<file path="config.mk">
export PLATFORM = sky130hd
export DESIGN_NAME = motion_reactive_led_meter_flat
export DESIGN_NICKNAME = d
export VERILOG_FILES = /design/src/design/mrlm_pkg.sv /design/src/design/mrlm_if.sv /design/src/design/mrlm_mul.sv /design/src/design/mrlm_sqrt.sv /design/src/design/mrlm_div.sv /design/src/design/mrlm_cfg.sv /design/src/design/motion_reactive_led_meter.sv /design/src/flat_wrapper.sv
export VERILOG_INCLUDE_DIRS = /design/src /design/src/design
export SDC_FILE = /design/constraint.sdc
export NUM_CORES = 1
export LEC_CHECK = 0
export BUFFER_PORTS_ARGS = -buffer_cell sky130_fd_sc_hd__clkbuf_2
export CAP_MARGIN = 20
export CORE_MARGIN = 2
export CORE_UTILIZATION = 37
export DETAILED_ROUTE_END_ITERATION = 7
export GPL_ROUTABILITY_DRIVEN = 0
export GPL_TIMING_DRIVEN = 0
export HOLD_SLACK_MARGIN = 0.05
export SETUP_SLACK_MARGIN = 0.1
export SLEW_MARGIN = 40
export SYNTH_ARGS = -nofsm -noshare
export SYNTH_HDL_FRONTEND = slang
export SYNTH_SLANG_ARGS = --single-unit
</file>
<file path="constraint.sdc">
create_clock -name clk -period 8.3 [get_ports clk]
set_input_delay 0 -clock clk [delete_from_list [all_inputs] [get_ports clk]]
set_output_delay 0 -clock clk [all_outputs]
set_load 0.02 [all_outputs]
</file>
<file path="src/design/motion_reactive_led_meter_defines.svh">
// assertion macros for the motion reactive led meter
`ifndef MOTION_REACTIVE_LED_METER_DEFINES_SVH
`define MOTION_REACTIVE_LED_METER_DEFINES_SVH

// condition must hold in the same cycle
`define MRLM_ASSERT_SAME(lbl, ante, cons) \
  lbl: assert property (@(posedge clk) disable iff (!rst_n) (ante) |-> (cons)) \
    else $error("mrlm check failed");

// condition must hold in the following cycle
`define MRLM_ASSERT_NEXT(lbl, ante, cons) \
  lbl: assert property (@(posedge clk) disable iff (!rst_n) (ante) |=> (cons)) \
    else $error("mrlm check failed");

`endif

</file>
<file path="src/design/mrlm_pkg.sv">
// shared types, constants and helpers of the motion reactive led meter
package mrlm_pkg;

  localparam int LED_COUNT_DEF = 9;
  localparam int SAMPLE_W      = 16;
  localparam int OPND_W        = 16;
  localparam int SQ_W          = 32;
  localparam int STEP_CNT_W    = 4;
  localparam logic [STEP_CNT_W-1:0] LAST_STEP = 4'd15;

  // register map
  localparam int ADDR_W = 5;
  localparam logic [2:0] REG_SLEEP_TIMEOUT = 3'd0;
  localparam logic [2:0] REG_HOLDOFF       = 3'd1;
  localparam logic [2:0] REG_FULL_SCALE    = 3'd2;
  localparam logic [2:0] REG_LEVEL_WT      = 3'd3;
  localparam logic [2:0] REG_TINT_WT       = 3'd4;
  localparam logic [2:0] REG_DISPLAY_THR   = 3'd5;
  localparam logic [2:0] REG_WAKE_THR      = 3'd6;

  // register reset values
  localparam logic [15:0] RST_SLEEP_TIMEOUT = 16'd1000;
  localparam logic [7:0]  RST_HOLDOFF       = 8'd40;
  localparam logic [7:0]  RST_FULL_SCALE    = 8'd20;
  localparam logic [8:0]  RST_LEVEL_WT      = 9'd77;
  localparam logic [8:0]  RST_TINT_WT       = 9'd41;
  localparam logic [15:0] RST_DISPLAY_THR   = 16'd154;
  localparam logic [15:0] RST_WAKE_THR      = 16'd512;

  // fixed point constants (the 16-bit ones in Q8.8)
  localparam logic [15:0] GRAVITY      = 16'd2511;
  localparam logic [15:0] LEDS_FLOOR   = 16'd26;
  localparam logic [15:0] BRIGHT_FLOOR = 16'd512;
  localparam logic [7:0]  BRIGHT_BASE  = 8'd20;
  localparam logic [7:0]  BRIGHT_SPAN  = 8'd235;
  localparam logic [7:0]  HUE_SPAN     = 8'd255;
  localparam logic [8:0]  DECAY_ONE    = 9'd256;

  typedef struct packed {
    logic [15:0] sleep_timeout;
    logic [7:0]  holdoff;
    logic [7:0]  full_scale;
    logic [8:0]  level_weight;
    logic [8:0]  tint_weight;
    logic [15:0] display_thr;
    logic [15:0] wake_thr;
  } cfg_t;

  // magnitude of a signed sample
  function automatic logic [15:0] abs16(input logic [15:0] v);
    logic [15:0] r;
    r = v[15] ? 16'(16'd0 - v) : v;
    return r;
  endfunction

endpackage

</file>
<file path="src/design/mrlm_if.sv">
// handshake channels of the motion reactive led meter
interface mrlm_in_if;
  logic        valid;
  logic        ready;
  logic [15:0] gyro_x;
  logic [15:0] gyro_y;
  logic [15:0] gyro_z;
  logic [15:0] accel_x;
  logic [15:0] accel_y;
  logic [15:0] accel_z;
  logic        motion_interrupt;
  logic        button_pressed;

  modport source (output valid, gyro_x, gyro_y, gyro_z, accel_x, accel_y, accel_z,
                  motion_interrupt, button_pressed, input ready);
  modport sink (input valid, gyro_x, gyro_y, gyro_z, accel_x, accel_y, accel_z,
                motion_interrupt, button_pressed, output ready);
endinterface

interface mrlm_out_if;
  logic       valid;
  logic       ready;
  logic [3:0] led_index;
  logic [7:0] hue;
  logic [7:0] value;
  logic       bar_mode;
  logic       sleep_request;
  logic       last_led;

  modport source (output valid, led_index, hue, value, bar_mode, sleep_request, last_led,
                  input ready);
  modport sink (input valid, led_index, hue, value, bar_mode, sleep_request, last_led,
                output ready);
endinterface

</file>
<file path="src/design/mrlm_mul.sv">
// bit-serial shift-add multiplier, one multiplier bit per cycle
module mrlm_mul (
  input  logic                             clk,
  input  logic                             rst_n,
  input  logic                             start,
  input  logic [mrlm_pkg::OPND_W-1:0]      opa,
  input  logic [mrlm_pkg::OPND_W-1:0]      opb,
  output logic                             busy,
  output logic                             done,
  output logic [2*mrlm_pkg::OPND_W-1:0]    prod
);

  logic [mrlm_pkg::OPND_W-1:0]     a_r;
  logic [mrlm_pkg::OPND_W-1:0]     hi_r;
  logic [mrlm_pkg::OPND_W-1:0]     lo_r;
  logic [mrlm_pkg::STEP_CNT_W-1:0] cnt_r;
  logic                            busy_r;
  logic                            done_r;
  logic [mrlm_pkg::OPND_W:0]       sum;

  // add the multiplicand when the low bit is set
  assign sum = {1'b0, hi_r} + {1'b0, (lo_r[0] ? a_r : '0)};

  // control
  always_ff @(posedge clk) begin
    if (!rst_n) begin
      busy_r <= 1'b0;
      done_r <= 1'b0;
      cnt_r  <= '0;
    end else begin
      done_r <= 1'b0;
      if (start) begin
        busy_r <= 1'b1;
        cnt_r  <= '0;
      end else if (busy_r) begin
        cnt_r <= cnt_r + 1'b1;
        if (cnt_r == mrlm_pkg::LAST_STEP) begin
          busy_r <= 1'b0;
          done_r <= 1'b1;
        end
      end
    end
  end

  // product shifts right one bit a cycle
  always_ff @(posedge clk) begin
    if (start) begin
      a_r  <= opa;
      hi_r <= '0;
      lo_r <= opb;
    end else if (busy_r) begin
      {hi_r, lo_r} <= {sum, lo_r[mrlm_pkg::OPND_W-1:1]};
    end
  end

  assign busy = busy_r;
  assign done = done_r;
  assign prod = {hi_r, lo_r};

endmodule

</file>
<file path="src/design/mrlm_sqrt.sv">
// digit-serial integer square root, two radicand bits per cycle
module mrlm_sqrt (
  input  logic                         clk,
  input  logic                         rst_n,
  input  logic                         start,
  input  logic [mrlm_pkg::SQ_W-1:0]    radicand,
  output logic                         busy,
  output logic                         done,
  output logic [mrlm_pkg::OPND_W-1:0]  root
);

  logic [mrlm_pkg::SQ_W-1:0]       x_r;
  logic [17:0]                     rem_r;
  logic [mrlm_pkg::OPND_W-1:0]     root_r;
  logic [mrlm_pkg::STEP_CNT_W-1:0] cnt_r;
  logic                            busy_r;
  logic                            done_r;
  logic [19:0]                     rem_in;
  logic [19:0]                     trial;
  logic                            fits;

  // bring down two bits and try the next root digit
  assign rem_in = {rem_r, x_r[mrlm_pkg::SQ_W-1 -: 2]};
  assign trial  = {2'b00, root_r, 2'b01};
  assign fits   = (rem_in >= trial);

  // control
  always_ff @(posedge clk) begin
    if (!rst_n) begin
      busy_r <= 1'b0;
      done_r <= 1'b0;
      cnt_r  <= '0;
    end else begin
      done_r <= 1'b0;
      if (start) begin
        busy_r <= 1'b1;
        cnt_r  <= '0;
      end else if (busy_r) begin
        cnt_r <= cnt_r + 1'b1;
        if (cnt_r == mrlm_pkg::LAST_STEP) begin
          busy_r <= 1'b0;
          done_r <= 1'b1;
        end
      end
    end
  end

  // datapath
  always_ff @(posedge clk) begin
    if (start) begin
      x_r    <= radicand;
      rem_r  <= '0;
      root_r <= '0;
    end else if (busy_r) begin
      x_r    <= {x_r[mrlm_pkg::SQ_W-3:0], 2'b00};
      rem_r  <= fits ? 18'(rem_in - trial) : rem_in[17:0];
      root_r <= {root_r[mrlm_pkg::OPND_W-2:0], fits};
    end
  end

  assign busy = busy_r;
  assign done = done_r;
  assign root = root_r;

endmodule

</file>
<file path="src/design/mrlm_div.sv">
// restoring divider, one quotient bit per cycle
module mrlm_div (
  input  logic                         clk,
  input  logic                         rst_n,
  input  logic                         start,
  input  logic [mrlm_pkg::OPND_W-1:0]  dividend,
  input  logic [7:0]                   divisor,
  output logic                         busy,
  output logic                         done,
  output logic [mrlm_pkg::OPND_W-1:0]  quot
);

  logic [mrlm_pkg::OPND_W-1:0]     q_r;
  logic [7:0]                      rem_r;
  logic [7:0]                      d_r;
  logic [mrlm_pkg::STEP_CNT_W-1:0] cnt_r;
  logic                            busy_r;
  logic                            done_r;
  logic [8:0]                      part;
  logic                            fits;

  // shift in the next dividend bit and compare
  assign part = {rem_r, q_r[mrlm_pkg::OPND_W-1]};
  assign fits = (part >= {1'b0, d_r});

  // control
  always_ff @(posedge clk) begin
    if (!rst_n) begin
      busy_r <= 1'b0;
      done_r <= 1'b0;
      cnt_r  <= '0;
    end else begin
      done_r <= 1'b0;
      if (start) begin
        busy_r <= 1'b1;
        cnt_r  <= '0;
      end else if (busy_r) begin
        cnt_r <= cnt_r + 1'b1;
        if (cnt_r == mrlm_pkg::LAST_STEP) begin
          busy_r <= 1'b0;
          done_r <= 1'b1;
        end
      end
    end
  end

  // datapath
  always_ff @(posedge clk) begin
    if (start) begin
      q_r   <= dividend;
      rem_r <= '0;
      d_r   <= divisor;
    end else if (busy_r) begin
      rem_r <= fits ? 8'(part - {1'b0, d_r}) : part[7:0];
      q_r   <= {q_r[mrlm_pkg::OPND_W-2:0], fits};
    end
  end

  assign busy = busy_r;
  assign done = done_r;
  assign quot = q_r;

endmodule

</file>
<file path="src/design/mrlm_cfg.sv">
// configuration register file behind the apb-style port
module mrlm_cfg (
  input  logic                         clk,
  input  logic                         rst_n,
  input  logic                         psel,
  input  logic                         penable,
  input  logic                         pwrite,
  input  logic [mrlm_pkg::ADDR_W-1:0]  paddr,
  input  logic [31:0]                  pwdata,
  output logic [31:0]                  prdata,
  output logic                         pready,
  output mrlm_pkg::cfg_t               cfg
);

  mrlm_pkg::cfg_t cfg_r;
  logic [2:0]     idx;
  logic           wr;

  assign idx    = paddr[4:2];
  assign wr     = psel && penable && pwrite;
  assign pready = 1'b1;

  // register writes
  always_ff @(posedge clk) begin
    if (!rst_n) begin
      cfg_r.sleep_timeout <= mrlm_pkg::RST_SLEEP_TIMEOUT;
      cfg_r.holdoff       <= mrlm_pkg::RST_HOLDOFF;
      cfg_r.full_scale    <= mrlm_pkg::RST_FULL_SCALE;
      cfg_r.level_weight  <= mrlm_pkg::RST_LEVEL_WT;
      cfg_r.tint_weight   <= mrlm_pkg::RST_TINT_WT;
      cfg_r.display_thr   <= mrlm_pkg::RST_DISPLAY_THR;
      cfg_r.wake_thr      <= mrlm_pkg::RST_WAKE_THR;
    end else if (wr) begin
      case (idx)
        mrlm_pkg::REG_SLEEP_TIMEOUT: cfg_r.sleep_timeout <= pwdata[15:0];
        mrlm_pkg::REG_HOLDOFF:       cfg_r.holdoff       <= pwdata[7:0];
        mrlm_pkg::REG_FULL_SCALE:    cfg_r.full_scale    <= pwdata[7:0];
        mrlm_pkg::REG_LEVEL_WT:      cfg_r.level_weight  <= pwdata[8:0];
        mrlm_pkg::REG_TINT_WT:       cfg_r.tint_weight   <= pwdata[8:0];
        mrlm_pkg::REG_DISPLAY_THR:   cfg_r.display_thr   <= pwdata[15:0];
        mrlm_pkg::REG_WAKE_THR:      cfg_r.wake_thr      <= pwdata[15:0];
        default: ;
      endcase
    end
  end

  // read back
  always_comb begin
    case (idx)
      mrlm_pkg::REG_SLEEP_TIMEOUT: prdata = {16'd0, cfg_r.sleep_timeout};
      mrlm_pkg::REG_HOLDOFF:       prdata = {24'd0, cfg_r.holdoff};
      mrlm_pkg::REG_FULL_SCALE:    prdata = {24'd0, cfg_r.full_scale};
      mrlm_pkg::REG_LEVEL_WT:      prdata = {23'd0, cfg_r.level_weight};
      mrlm_pkg::REG_TINT_WT:       prdata = {23'd0, cfg_r.tint_weight};
      mrlm_pkg::REG_DISPLAY_THR:   prdata = {16'd0, cfg_r.display_thr};
      mrlm_pkg::REG_WAKE_THR:      prdata = {16'd0, cfg_r.wake_thr};
      default:                     prdata = 32'd0;
    endcase
  end

  assign cfg = cfg_r;

endmodule

</file>
<file path="src/design/motion_reactive_led_meter.sv">
// top level of the motion reactive led meter: sequencer, state and result register
//
// in_ch takes one sensor frame (gyro and accel in signed Q7.8, motion interrupt,
// button level). in_ch.ready is high only while the sequencer is idle.
// Each frame yields LED_COUNT words on out_ch, led_index 0 first, last_led set on
// the final one. The apb-style port (psel..pready, pready always high) sets the
// registers at byte address 4*i; write it only while no frame is in flight.
// Each frame runs through a micro-sequence of 15 multiplies, 2 square roots
// and 3 divides, each on a bit-serial unit of 16 steps, issued in ST_ISSUE and
// awaited in ST_WAIT; a frame not above the display threshold skips 3 multiplies
// and the 3 divides. The words then follow at one word per cycle while
// out_ch.ready is high. The next frame is taken only after all words of the
// current one are loaded.
// Reset (rst_n low, synchronous) restores register defaults, clears the smoothed
// targets and counters, selects full strip mode and arms the button; in_ch.ready
// stays low while rst_n is low.
// A stalled receiver holds the current word in the output register; the
// sequencer waits, and the next frame is taken once all words are loaded.
`include "motion_reactive_led_meter_defines.svh"

module motion_reactive_led_meter #(
  parameter int LED_COUNT = mrlm_pkg::LED_COUNT_DEF
) (
  input  logic                         clk,
  input  logic                         rst_n,
  mrlm_in_if.sink                      in_ch,
  mrlm_out_if.source                   out_ch,
  input  logic                         psel,
  input  logic                         penable,
  input  logic                         pwrite,
  input  logic [mrlm_pkg::ADDR_W-1:0]  paddr,
  input  logic [31:0]                  pwdata,
  output logic [31:0]                  prdata,
  output logic                         pready
);

  localparam int IW = (LED_COUNT > 1) ? $clog2(LED_COUNT) : 1;
  localparam logic [IW-1:0] LAST_IDX = IW'(LED_COUNT - 1);

  // sequencer states
  localparam logic [1:0] ST_IDLE  = 2'd0;
  localparam logic [1:0] ST_ISSUE = 2'd1;
  localparam logic [1:0] ST_WAIT  = 2'd2;
  localparam logic [1:0] ST_EMIT  = 2'd3;

  // micro steps
  localparam logic [4:0] U_GX    = 5'd0;
  localparam logic [4:0] U_GY    = 5'd1;
  localparam logic [4:0] U_GZ    = 5'd2;
  localparam logic [4:0] U_GROOT = 5'd3;
  localparam logic [4:0] U_AX    = 5'd4;
  localparam logic [4:0] U_AY    = 5'd5;
  localparam logic [4:0] U_AZ    = 5'd6;
  localparam logic [4:0] U_AROOT = 5'd7;
  localparam logic [4:0] U_LMUL  = 5'd8;
  localparam logic [4:0] U_LDIV  = 5'd9;
  localparam logic [4:0] U_HMUL  = 5'd10;
  localparam logic [4:0] U_HDIV  = 5'd11;
  localparam logic [4:0] U_BMUL  = 5'd12;
  localparam logic [4:0] U_BDIV  = 5'd13;
  localparam logic [4:0] U_LKEEP = 5'd14;
  localparam logic [4:0] U_LNEW  = 5'd15;
  localparam logic [4:0] U_HKEEP = 5'd16;
  localparam logic [4:0] U_HNEW  = 5'd17;
  localparam logic [4:0] U_BKEEP = 5'd18;
  localparam logic [4:0] U_BNEW  = 5'd19;

  mrlm_pkg::cfg_t cfg;

  logic [1:0]    state_r;
  logic [4:0]    ustep_r;
  logic [IW-1:0] i_r;
  logic [15:0]   abs_r [6];
  logic          irq_r;
  logic [31:0]   acc_r;
  logic [15:0]   gyro_r;
  logic [7:0]    m_r;
  logic [7:0]    fs_r;
  logic [7:0]    tl_r;
  logic [7:0]    th_r;
  logic [7:0]    tb_r;
  logic [15:0]   sl_r;
  logic [15:0]   sh_r;
  logic [15:0]   sb_r;
  logic          mode_r;
  logic [15:0]   idle_r;
  logic [7:0]    hold_r;

  logic          out_valid_r;
  logic [3:0]    out_idx_r;
  logic [7:0]    out_hue_r;
  logic [7:0]    out_val_r;
  logic          out_bar_r;
  logic          out_sleep_r;
  logic          out_last_r;

  // unit signals
  logic          mul_start;
  logic          sqrt_start;
  logic          div_start;
  logic          mul_busy;
  logic          sqrt_busy;
  logic          div_busy;
  logic          mul_done;
  logic          sqrt_done;
  logic          div_done;
  logic [15:0]   mul_a;
  logic [15:0]   mul_b;
  logic [31:0]   mul_p;
  logic [15:0]   root;
  logic [15:0]   quot;
  logic          unit_done;

  mrlm_cfg u_cfg (
    .clk     (clk),
    .rst_n   (rst_n),
    .psel    (psel),
    .penable (penable),
    .pwrite  (pwrite),
    .paddr   (paddr),
    .pwdata  (pwdata),
    .prdata  (prdata),
    .pready  (pready),
    .cfg     (cfg)
  );

  mrlm_mul u_mul (
    .clk   (clk),
    .rst_n (rst_n),
    .start (mul_start),
    .opa   (mul_a),
    .opb   (mul_b),
    .busy  (mul_busy),
    .done  (mul_done),
    .prod  (mul_p)
  );

  mrlm_sqrt u_sqrt (
    .clk      (clk),
    .rst_n    (rst_n),
    .start    (sqrt_start),
    .radicand (acc_r),
    .busy     (sqrt_busy),
    .done     (sqrt_done),
    .root     (root)
  );

  mrlm_div u_div (
    .clk      (clk),
    .rst_n    (rst_n),
    .start    (div_start),
    .dividend (acc_r[15:0]),
    .divisor  (fs_r),
    .busy     (div_busy),
    .done     (div_done),
    .quot     (quot)
  );

  assign unit_done = mul_done || sqrt_done || div_done;

  // decay weights saturated at one
  logic [8:0] md_sat;
  logic [8:0] hd_sat;
  assign md_sat = (cfg.level_weight > mrlm_pkg::DECAY_ONE) ? mrlm_pkg::DECAY_ONE
                                                            : cfg.level_weight;
  assign hd_sat = (cfg.tint_weight > mrlm_pkg::DECAY_ONE) ? mrlm_pkg::DECAY_ONE
                                                           : cfg.tint_weight;

  // unit selection and operands per micro step
  always_comb begin
    mul_start  = 1'b0;
    sqrt_start = 1'b0;
    div_start  = 1'b0;
    mul_a      = '0;
    mul_b      = '0;
    case (ustep_r)
      U_GX:    begin mul_a = abs_r[0]; mul_b = abs_r[0]; end
      U_GY:    begin mul_a = abs_r[1]; mul_b = abs_r[1]; end
      U_GZ:    begin mul_a = abs_r[2]; mul_b = abs_r[2]; end
      U_AX:    begin mul_a = abs_r[3]; mul_b = abs_r[3]; end
      U_AY:    begin mul_a = abs_r[4]; mul_b = abs_r[4]; end
      U_AZ:    begin mul_a = abs_r[5]; mul_b = abs_r[5]; end
      U_LMUL:  begin mul_a = {8'd0, m_r}; mul_b = 16'(LED_COUNT); end
      U_HMUL:  begin mul_a = {8'd0, m_r}; mul_b = {8'd0, mrlm_pkg::HUE_SPAN}; end
      U_BMUL:  begin mul_a = {8'd0, m_r}; mul_b = {8'd0, mrlm_pkg::BRIGHT_SPAN}; end
      U_LKEEP: begin mul_a = sl_r; mul_b = {7'd0, 9'(mrlm_pkg::DECAY_ONE - md_sat)}; end
      U_LNEW:  begin mul_a = {8'd0, tl_r}; mul_b = {7'd0, md_sat}; end
      U_HKEEP: begin mul_a = sh_r; mul_b = {7'd0, 9'(mrlm_pkg::DECAY_ONE - hd_sat)}; end
      U_HNEW:  begin mul_a = {8'd0, th_r}; mul_b = {7'd0, hd_sat}; end
      U_BKEEP: begin mul_a = sb_r; mul_b = {7'd0, 9'(mrlm_pkg::DECAY_ONE - md_sat)}; end
      U_BNEW:  begin mul_a = {8'd0, tb_r}; mul_b = {7'd0, md_sat}; end
      default: ;
    endcase
    if (state_r == ST_ISSUE) begin
      case (ustep_r)
        U_GROOT, U_AROOT:        sqrt_start = 1'b1;
        U_LDIV, U_HDIV, U_BDIV:  div_start  = 1'b1;
        default:                 mul_start  = 1'b1;
      endcase
    end
  end

  // motion figure once the accel root is out
  logic [15:0] adev;
  logic [16:0] motion;
  logic [8:0]  m_int;
  logic [7:0]  fs_eff;
  logic        hit;
  logic        wake;
  assign adev   = (root >= mrlm_pkg::GRAVITY) ? 16'(root - mrlm_pkg::GRAVITY)
                                              : 16'(mrlm_pkg::GRAVITY - root);
  assign motion = {1'b0, gyro_r} + {1'b0, adev};
  assign m_int  = motion[16:8];
  assign fs_eff = (cfg.full_scale == 8'd0) ? 8'd1 : cfg.full_scale;
  assign hit    = (motion > {1'b0, cfg.display_thr});
  assign wake   = (motion > {1'b0, cfg.wake_thr}) || irq_r;

  // smoothed value: (keep + new*256) >> 8
  logic [25:0] smooth_sum;
  logic [15:0] smooth_nxt;
  assign smooth_sum = acc_r[25:0] + {mul_p[17:0], 8'd0};
  assign smooth_nxt = smooth_sum[23:8];

  // per-led result
  logic [16:0] lit_sum;
  logic [8:0]  lit;
  logic [8:0]  idx9;
  logic [8:0]  frac;
  logic [16:0] frac_scaled;
  logic [7:0]  hue_nxt;
  logic [7:0]  val_nxt;
  assign lit_sum     = {1'b0, sl_r} + 17'd255;
  assign lit         = lit_sum[16:8];
  assign idx9        = 9'(i_r);
  assign frac        = (sl_r[7:0] == 8'd0) ? 9'd256 : {1'b0, sl_r[7:0]};
  assign frac_scaled = {frac, 8'd0} - {8'd0, frac};

  always_comb begin
    hue_nxt = 8'd0;
    val_nxt = 8'd0;
    if (mode_r) begin
      hue_nxt = sh_r[15:8];
      val_nxt = sb_r[15:8];
    end else if (idx9 < lit) begin
      hue_nxt = sh_r[15:8] + 8'({i_r, 3'b000});
      val_nxt = (idx9 == 9'(lit - 9'd1)) ? frac_scaled[15:8] : 8'd255;
    end
  end

  logic in_ready;
  logic in_fire;
  logic out_load;
  assign in_ready = rst_n && (state_r == ST_IDLE);
  assign in_fire  = in_ch.valid && in_ready;
  assign out_load = (state_r == ST_EMIT) && (!out_valid_r || out_ch.ready);

  // sequencer and frame state
  always_ff @(posedge clk) begin
    if (!rst_n) begin
      state_r <= ST_IDLE;
      ustep_r <= U_GX;
      i_r     <= '0;
      sl_r    <= '0;
      sh_r    <= '0;
      sb_r    <= '0;
      mode_r  <= 1'b1;
      idle_r  <= '0;
      hold_r  <= 8'hFF;
    end else begin
      case (state_r)
        ST_IDLE: begin
          if (in_fire) begin
            state_r <= ST_ISSUE;
            ustep_r <= U_GX;
            // mode button with holdoff
            if (in_ch.button_pressed && (hold_r >= cfg.holdoff)) begin
              mode_r <= !mode_r;
              hold_r <= '0;
            end else if (hold_r != 8'hFF) begin
              hold_r <= hold_r + 8'd1;
            end
          end
        end
        ST_ISSUE: state_r <= ST_WAIT;
        ST_WAIT: begin
          if (unit_done) begin
            case (ustep_r)
              U_AROOT: begin
                if (wake) begin
                  idle_r <= '0;
                end else if (idle_r != 16'hFFFF) begin
                  idle_r <= idle_r + 16'd1;
                end
                // targets stay zero under the display threshold
                state_r <= ST_ISSUE;
                ustep_r <= hit ? U_LMUL : U_LKEEP;
              end
              U_LNEW: begin
                sl_r    <= (smooth_nxt < mrlm_pkg::LEDS_FLOOR) ? 16'd0 : smooth_nxt;
                state_r <= ST_ISSUE;
                ustep_r <= ustep_r + 5'd1;
              end
              U_HNEW: begin
                sh_r    <= smooth_nxt;
                state_r <= ST_ISSUE;
                ustep_r <= ustep_r + 5'd1;
              end
              U_BNEW: begin
                sb_r    <= (smooth_nxt < mrlm_pkg::BRIGHT_FLOOR) ? 16'd0 : smooth_nxt;
                state_r <= ST_EMIT;
                i_r     <= '0;
              end
              default: begin
                state_r <= ST_ISSUE;
                ustep_r <= ustep_r + 5'd1;
              end
            endcase
          end
        end
        ST_EMIT: begin
          if (out_load) begin
            i_r <= i_r + 1'b1;
            if (i_r == LAST_IDX) begin
              state_r <= ST_IDLE;
            end
          end
        end
        default: state_r <= ST_IDLE;
      endcase
    end
  end

  // frame datapath
  always_ff @(posedge clk) begin
    if (in_fire) begin
      abs_r[0] <= mrlm_pkg::abs16(in_ch.gyro_x);
      abs_r[1] <= mrlm_pkg::abs16(in_ch.gyro_y);
      abs_r[2] <= mrlm_pkg::abs16(in_ch.gyro_z);
      abs_r[3] <= mrlm_pkg::abs16(in_ch.accel_x);
      abs_r[4] <= mrlm_pkg::abs16(in_ch.accel_y);
      abs_r[5] <= mrlm_pkg::abs16(in_ch.accel_z);
      irq_r    <= in_ch.motion_interrupt;
      acc_r    <= '0;
    end else if ((state_r == ST_WAIT) && unit_done) begin
      case (ustep_r)
        U_GX, U_GY, U_GZ, U_AX, U_AY, U_AZ: acc_r <= acc_r + mul_p;
        U_GROOT: begin
          gyro_r <= root;
          acc_r  <= '0;
        end
        U_AROOT: begin
          fs_r <= fs_eff;
          m_r  <= (m_int > {1'b0, fs_eff}) ? fs_eff : m_int[7:0];
          tl_r <= '0;
          th_r <= '0;
          tb_r <= '0;
        end
        U_LMUL, U_HMUL, U_BMUL, U_LKEEP, U_HKEEP, U_BKEEP: acc_r <= mul_p;
        U_LDIV:  tl_r <= (quot[7:0] == 8'd0) ? 8'd1 : quot[7:0];
        U_HDIV:  th_r <= quot[7:0];
        U_BDIV:  tb_r <= 8'(mrlm_pkg::BRIGHT_BASE + quot[7:0]);
        default: ;
      endcase
    end
  end

  // output register
  always_ff @(posedge clk) begin
    if (!rst_n) begin
      out_valid_r <= 1'b0;
    end else if (out_load) begin
      out_valid_r <= 1'b1;
    end else if (out_ch.ready) begin
      out_valid_r <= 1'b0;
    end
  end

  always_ff @(posedge clk) begin
    if (out_load) begin
      out_idx_r   <= 4'(i_r);
      out_hue_r   <= hue_nxt;
      out_val_r   <= val_nxt;
      out_bar_r   <= !mode_r;
      out_sleep_r <= (idle_r > cfg.sleep_timeout);
      out_last_r  <= (i_r == LAST_IDX);
    end
  end

  assign in_ch.ready          = in_ready;
  assign out_ch.valid         = out_valid_r;
  assign out_ch.led_index     = out_idx_r;
  assign out_ch.hue           = out_hue_r;
  assign out_ch.value         = out_val_r;
  assign out_ch.bar_mode      = out_bar_r;
  assign out_ch.sleep_request = out_sleep_r;
  assign out_ch.last_led      = out_last_r;

  // checks
  `MRLM_ASSERT_SAME(a_one_unit, 1'b1, $onehot0({mul_busy, sqrt_busy, div_busy}))
  `MRLM_ASSERT_NEXT(a_frame_starts, in_ch.valid && in_ch.ready, state_r == ST_ISSUE)
  `MRLM_ASSERT_NEXT(a_last_ends, out_load && i_r == LAST_IDX, state_r == ST_IDLE && out_last_r)

endmodule

</file>
<file path="src/flat_wrapper.sv">
// flat-port wrapper written by rule: the top's interface ports become plain ports
module motion_reactive_led_meter_flat 
#(
  parameter int LED_COUNT = mrlm_pkg::LED_COUNT_DEF
)
  (clk, rst_n, psel, penable, pwrite, paddr, pwdata, prdata, pready, in_ch_valid, in_ch_gyro_x, in_ch_gyro_y, in_ch_gyro_z, in_ch_accel_x, in_ch_accel_y, in_ch_accel_z, in_ch_motion_interrupt, in_ch_button_pressed, in_ch_ready, out_ch_valid, out_ch_led_index, out_ch_hue, out_ch_value, out_ch_bar_mode, out_ch_sleep_request, out_ch_last_led, out_ch_ready);
  mrlm_in_if in_ch_i ();
  mrlm_out_if out_ch_i ();
  input  logic clk;
  input  logic rst_n;
  input  logic psel;
  input  logic penable;
  input  logic pwrite;
  input  logic [mrlm_pkg::ADDR_W-1:0] paddr;
  input  logic [31:0] pwdata;
  output logic [31:0] prdata;
  output logic pready;
  input wire logic [$bits(in_ch_i.valid)-1:0] in_ch_valid;
  input wire logic [$bits(in_ch_i.gyro_x)-1:0] in_ch_gyro_x;
  input wire logic [$bits(in_ch_i.gyro_y)-1:0] in_ch_gyro_y;
  input wire logic [$bits(in_ch_i.gyro_z)-1:0] in_ch_gyro_z;
  input wire logic [$bits(in_ch_i.accel_x)-1:0] in_ch_accel_x;
  input wire logic [$bits(in_ch_i.accel_y)-1:0] in_ch_accel_y;
  input wire logic [$bits(in_ch_i.accel_z)-1:0] in_ch_accel_z;
  input wire logic [$bits(in_ch_i.motion_interrupt)-1:0] in_ch_motion_interrupt;
  input wire logic [$bits(in_ch_i.button_pressed)-1:0] in_ch_button_pressed;
  output wire logic [$bits(in_ch_i.ready)-1:0] in_ch_ready;
  output wire logic [$bits(out_ch_i.valid)-1:0] out_ch_valid;
  output wire logic [$bits(out_ch_i.led_index)-1:0] out_ch_led_index;
  output wire logic [$bits(out_ch_i.hue)-1:0] out_ch_hue;
  output wire logic [$bits(out_ch_i.value)-1:0] out_ch_value;
  output wire logic [$bits(out_ch_i.bar_mode)-1:0] out_ch_bar_mode;
  output wire logic [$bits(out_ch_i.sleep_request)-1:0] out_ch_sleep_request;
  output wire logic [$bits(out_ch_i.last_led)-1:0] out_ch_last_led;
  input wire logic [$bits(out_ch_i.ready)-1:0] out_ch_ready;
  assign in_ch_i.valid = in_ch_valid;
  assign in_ch_i.gyro_x = in_ch_gyro_x;
  assign in_ch_i.gyro_y = in_ch_gyro_y;
  assign in_ch_i.gyro_z = in_ch_gyro_z;
  assign in_ch_i.accel_x = in_ch_accel_x;
  assign in_ch_i.accel_y = in_ch_accel_y;
  assign in_ch_i.accel_z = in_ch_accel_z;
  assign in_ch_i.motion_interrupt = in_ch_motion_interrupt;
  assign in_ch_i.button_pressed = in_ch_button_pressed;
  assign in_ch_ready = in_ch_i.ready;
  assign out_ch_valid = out_ch_i.valid;
  assign out_ch_led_index = out_ch_i.led_index;
  assign out_ch_hue = out_ch_i.hue;
  assign out_ch_value = out_ch_i.value;
  assign out_ch_bar_mode = out_ch_i.bar_mode;
  assign out_ch_sleep_request = out_ch_i.sleep_request;
  assign out_ch_last_led = out_ch_i.last_led;
  assign out_ch_i.ready = out_ch_ready;
  motion_reactive_led_meter #(.LED_COUNT(LED_COUNT)) u_core (.clk(clk), .rst_n(rst_n), .in_ch(in_ch_i), .out_ch(out_ch_i), .psel(psel), .penable(penable), .pwrite(pwrite), .paddr(paddr), .pwdata(pwdata), .prdata(prdata), .pready(pready));
endmodule
</file>
==> flow_summary.json <==
{
  "yosys_warnings": 0,
  "grt_max_degree": 40,
  "synthTopCellsByArea": "edfxtp_1 (25%), dfxtp_1 (17%), ha_1 (8.0%)",
  "fp-row-count": 107,
  "worst_r2r_path_depth": 30,
  "syn_to_final_growth_pct": 20.41,
  "antenna_found_initial": 1,
  "power_density_nw_per_um2": 182.7,
  "grt_first_pass_wirelength_um": 150800,
  "p_leak_nw": 14.79,
  "netlist_area_um2": 31570,
  "path_clk_slew_ps": 60,
  "grt_setup_unrepaired": "false",
  "fin_crit_sh_pct": 87.07,
  "drt_iter0_drc": 2286,
  "route.detailed.drc": 0,
  "synth_seq_cells": 539,
  "max_freq_ghz": 0.1384,
  "run_status": "completed",
  "final_cells": 5017,
  "die_w_um": 296.1,
  "clock_latency_ps": 630,
  "avgViaCountPerCell": 5.446,
  "p_total_mw": 6.945,
  "synth_edf_count": 264,
  "io_buffers": 162,
  "worstReg2RegEnd": "u_core.idle_r[3]",
  "dieArea_um2": 87680,
  "yosysMostFrequentCell": "nand2_1",
  "grt_pass1_vias": 25870,
  "drive_gt1_share_pct": 10.43,
  "relSlewSlack_pct": 40.39,
  "crit_path_end": "u_core.idle_r[3]",
  "r2r-start": "u_core.u_sqrt.root[4]",
  "critPathSlowestCell": "or4_1",
  "core-area_um2": 84880,
  "fin_tns_setup_ps": 0,
  "die-height_um": 296.1,
  "synthArstFlopShare_pct": 0,
  "period_minus_slack_ps": 7227,
  "finClkSkew_ps": 15.62,
  "busiest_layer": "met2",
  "post_cts_buffers": 0,
  "ctsResizeCount": 0,
  "crit_path_frequent_cell": "a21o_1",
  "n_fill_cell": 8168,
  "synth_top_area_cell": "edfxtp_1",
  "global_route.usage.met1_pct": 30.95,
  "cts_hold_buf": 187,
  "grt_usage_pct": 22.06,
  "synthCells": 3390,
  "ys.flop_type": "dfxtp_1",
  "numCtsBuffers": 60,
  "ant_nets": 0,
  "vdd.ir_drop.worst_mv": 0.1455,
  "first_pass_iters": 6,
  "preCtsSetupSlack_ps": 1223,
  "use_met3_pct": 2.361,
  "crit_arrival_ps": 7730,
  "critPathMaxStageDelay_ps": 530,
  "cts_sinks": 539,
  "setup_violations": 0,
  "cp_max_fo": 10,
  "hold_path.class": "input pin to register",
  "pin_count": 200,
  "cp-end-kind": "register",
  "ys_top_cells_by_count": "nand2_1 (431), dfxtp_1 (275), nor2_1 (267)",
  "critPathKind": "register to register",
  "hold_viol": 0,
  "placed_area_um2": 34020,
  "vias": 27320,
  "worstPathRequired_ps": 8800,
  "cts_buffer_depth": 3,
  "cts_tree": "done",
  "synth_cell_types": 97,
  "final_design_area_no_fill_um2": 38010,
  "cp-start-kind": "register",
  "overflow": 0,
  "wire_per_inst_um": 19.65,
  "reg2reg_slack_ps": 1070,
  "place_hpwl_um": 72600,
  "worst_pin_slew_ps": 887.3,
  "yosysSeqAreaShare_pct": 42.55,
  "wirelength_um": 98590,
  "met2_usage_pct": 34.98,
  "synth_area_per_cell_um2": 9.313,
  "h-tree-depth": 2,
  "finalNetCount": 4174,
  "initial_core_util_pct": 37.19,
  "crit_path_start": "u_core.u_sqrt.root[4]",
  "max_cap_violations": 0,
  "cts_root_buf": "clkbuf_16",
  "synth_top_area_share_pct": 25.11,
  "drv_slew": 0,
  "dp_cells": 4718,
  "fin_ws_ps": 1073
}
==> stage by stage <==
step                      util (%)  hold WS, ps
after floorplan                  -        98.87
after global placement       39.90        223.9
after detailed placement     40.08        225.0
after CTS                    44.76        76.21
after global routing         44.78        130.4
final                        44.78        121.3
==> per-layer routing <==
metal / part of all wire (%) / wire (um) / vias up
li1: - / - / 13110
met1: 45 / 44330 / 13060
met2: 45 / 44090 / 954
met3: 6.4 / 6291 / 192
met4: 3.9 / 3871 / 0
met5: 0 / 0 / -
==> final cells by class <==
class	count	area (um^2)	share of cell area, %
multi-input cells	2533	16890	44.43
flip-flops and latches	539	13430	35.34
repair buffers	356	2798	7.360
clock buffers	87	1760	4.631
well taps	1144	1431	3.766
plain buffers	166	735.7	1.935
inverters	167	626.9	1.649
clock inverters	24	335.3	0.8821
diodes	1	2.502	0.006583
==> sequential cells by signal, indices dropped and copies added, names as in the netlist, 18 cells and up <==
register and cells:
u_core.abs_r 96, u_core.u_cfg.cfg 82, u_core.acc_r 32, u_core.u_sqrt.x_r 32
u_core.u_sqrt.rem_r 18
==> worst min path at each step <==
stage	start	endpoint	slack [ps]	cells after the start
5_1_grt	pwrite	u_core.u_cfg.cfg[43]	130	5
3_5_place_dp	in_ch_motion_interrupt	u_core.irq_r	220	1
6_report	in_ch_gyro_x[15]	u_core.abs_r[0][13]	120	4
2_1_floorplan	in_ch_gyro_x[0]	u_core.abs_r[0][0]	100	0
4_1_cts	penable	u_core.u_cfg.cfg[18]	80	6
3_3_place_gp	in_ch_motion_interrupt	u_core.irq_r	220	1
==> cell families after synthesis <==
kind of cell	after synthesis	synth area share, %
other	2	0.02379
buffers and inverters	333	4.292
AND/OR/NAND/NOR	1156	17.49
adder cells (fa/ha/maj)	209	8.426
XOR/XNOR	216	5.992
multiplexers	118	4.094
flip-flops	539	42.55
AO/OA/AOI/OAI	817	17.13
==> cell usage in the layout, fill, tap and decap left out, types with 152 or more instances in the layout <==
master         count
dfxtp_1          275
a21oi_1          210
nor2_1           261
o21ai_0          170
xnor2_1          152
nand2_1          431
clkbuf_2         164
edfxtp_1         264
ha_1             203
dlygate4sd3_1    187
inv_1            166
==> power by group <==
group / internal (mW) / switching (mW)
Sequential: 2.91 / 0.122
Combinational: 0.476 / 0.582
Clock: 1.72 / 1.14
==> critical path: cells and delay by family, from the launching register on <==
family / cells / cell delay [ps]
compound gates: 12 / 2790
fa+ha+maj: 3 / 950
simple gates: 10 / 1670
buf+inv: 3 / 650
xor+xnor: 2 / 630
flops: 1 / 400
No activity file was read; power rests on OpenSTA's default activity.
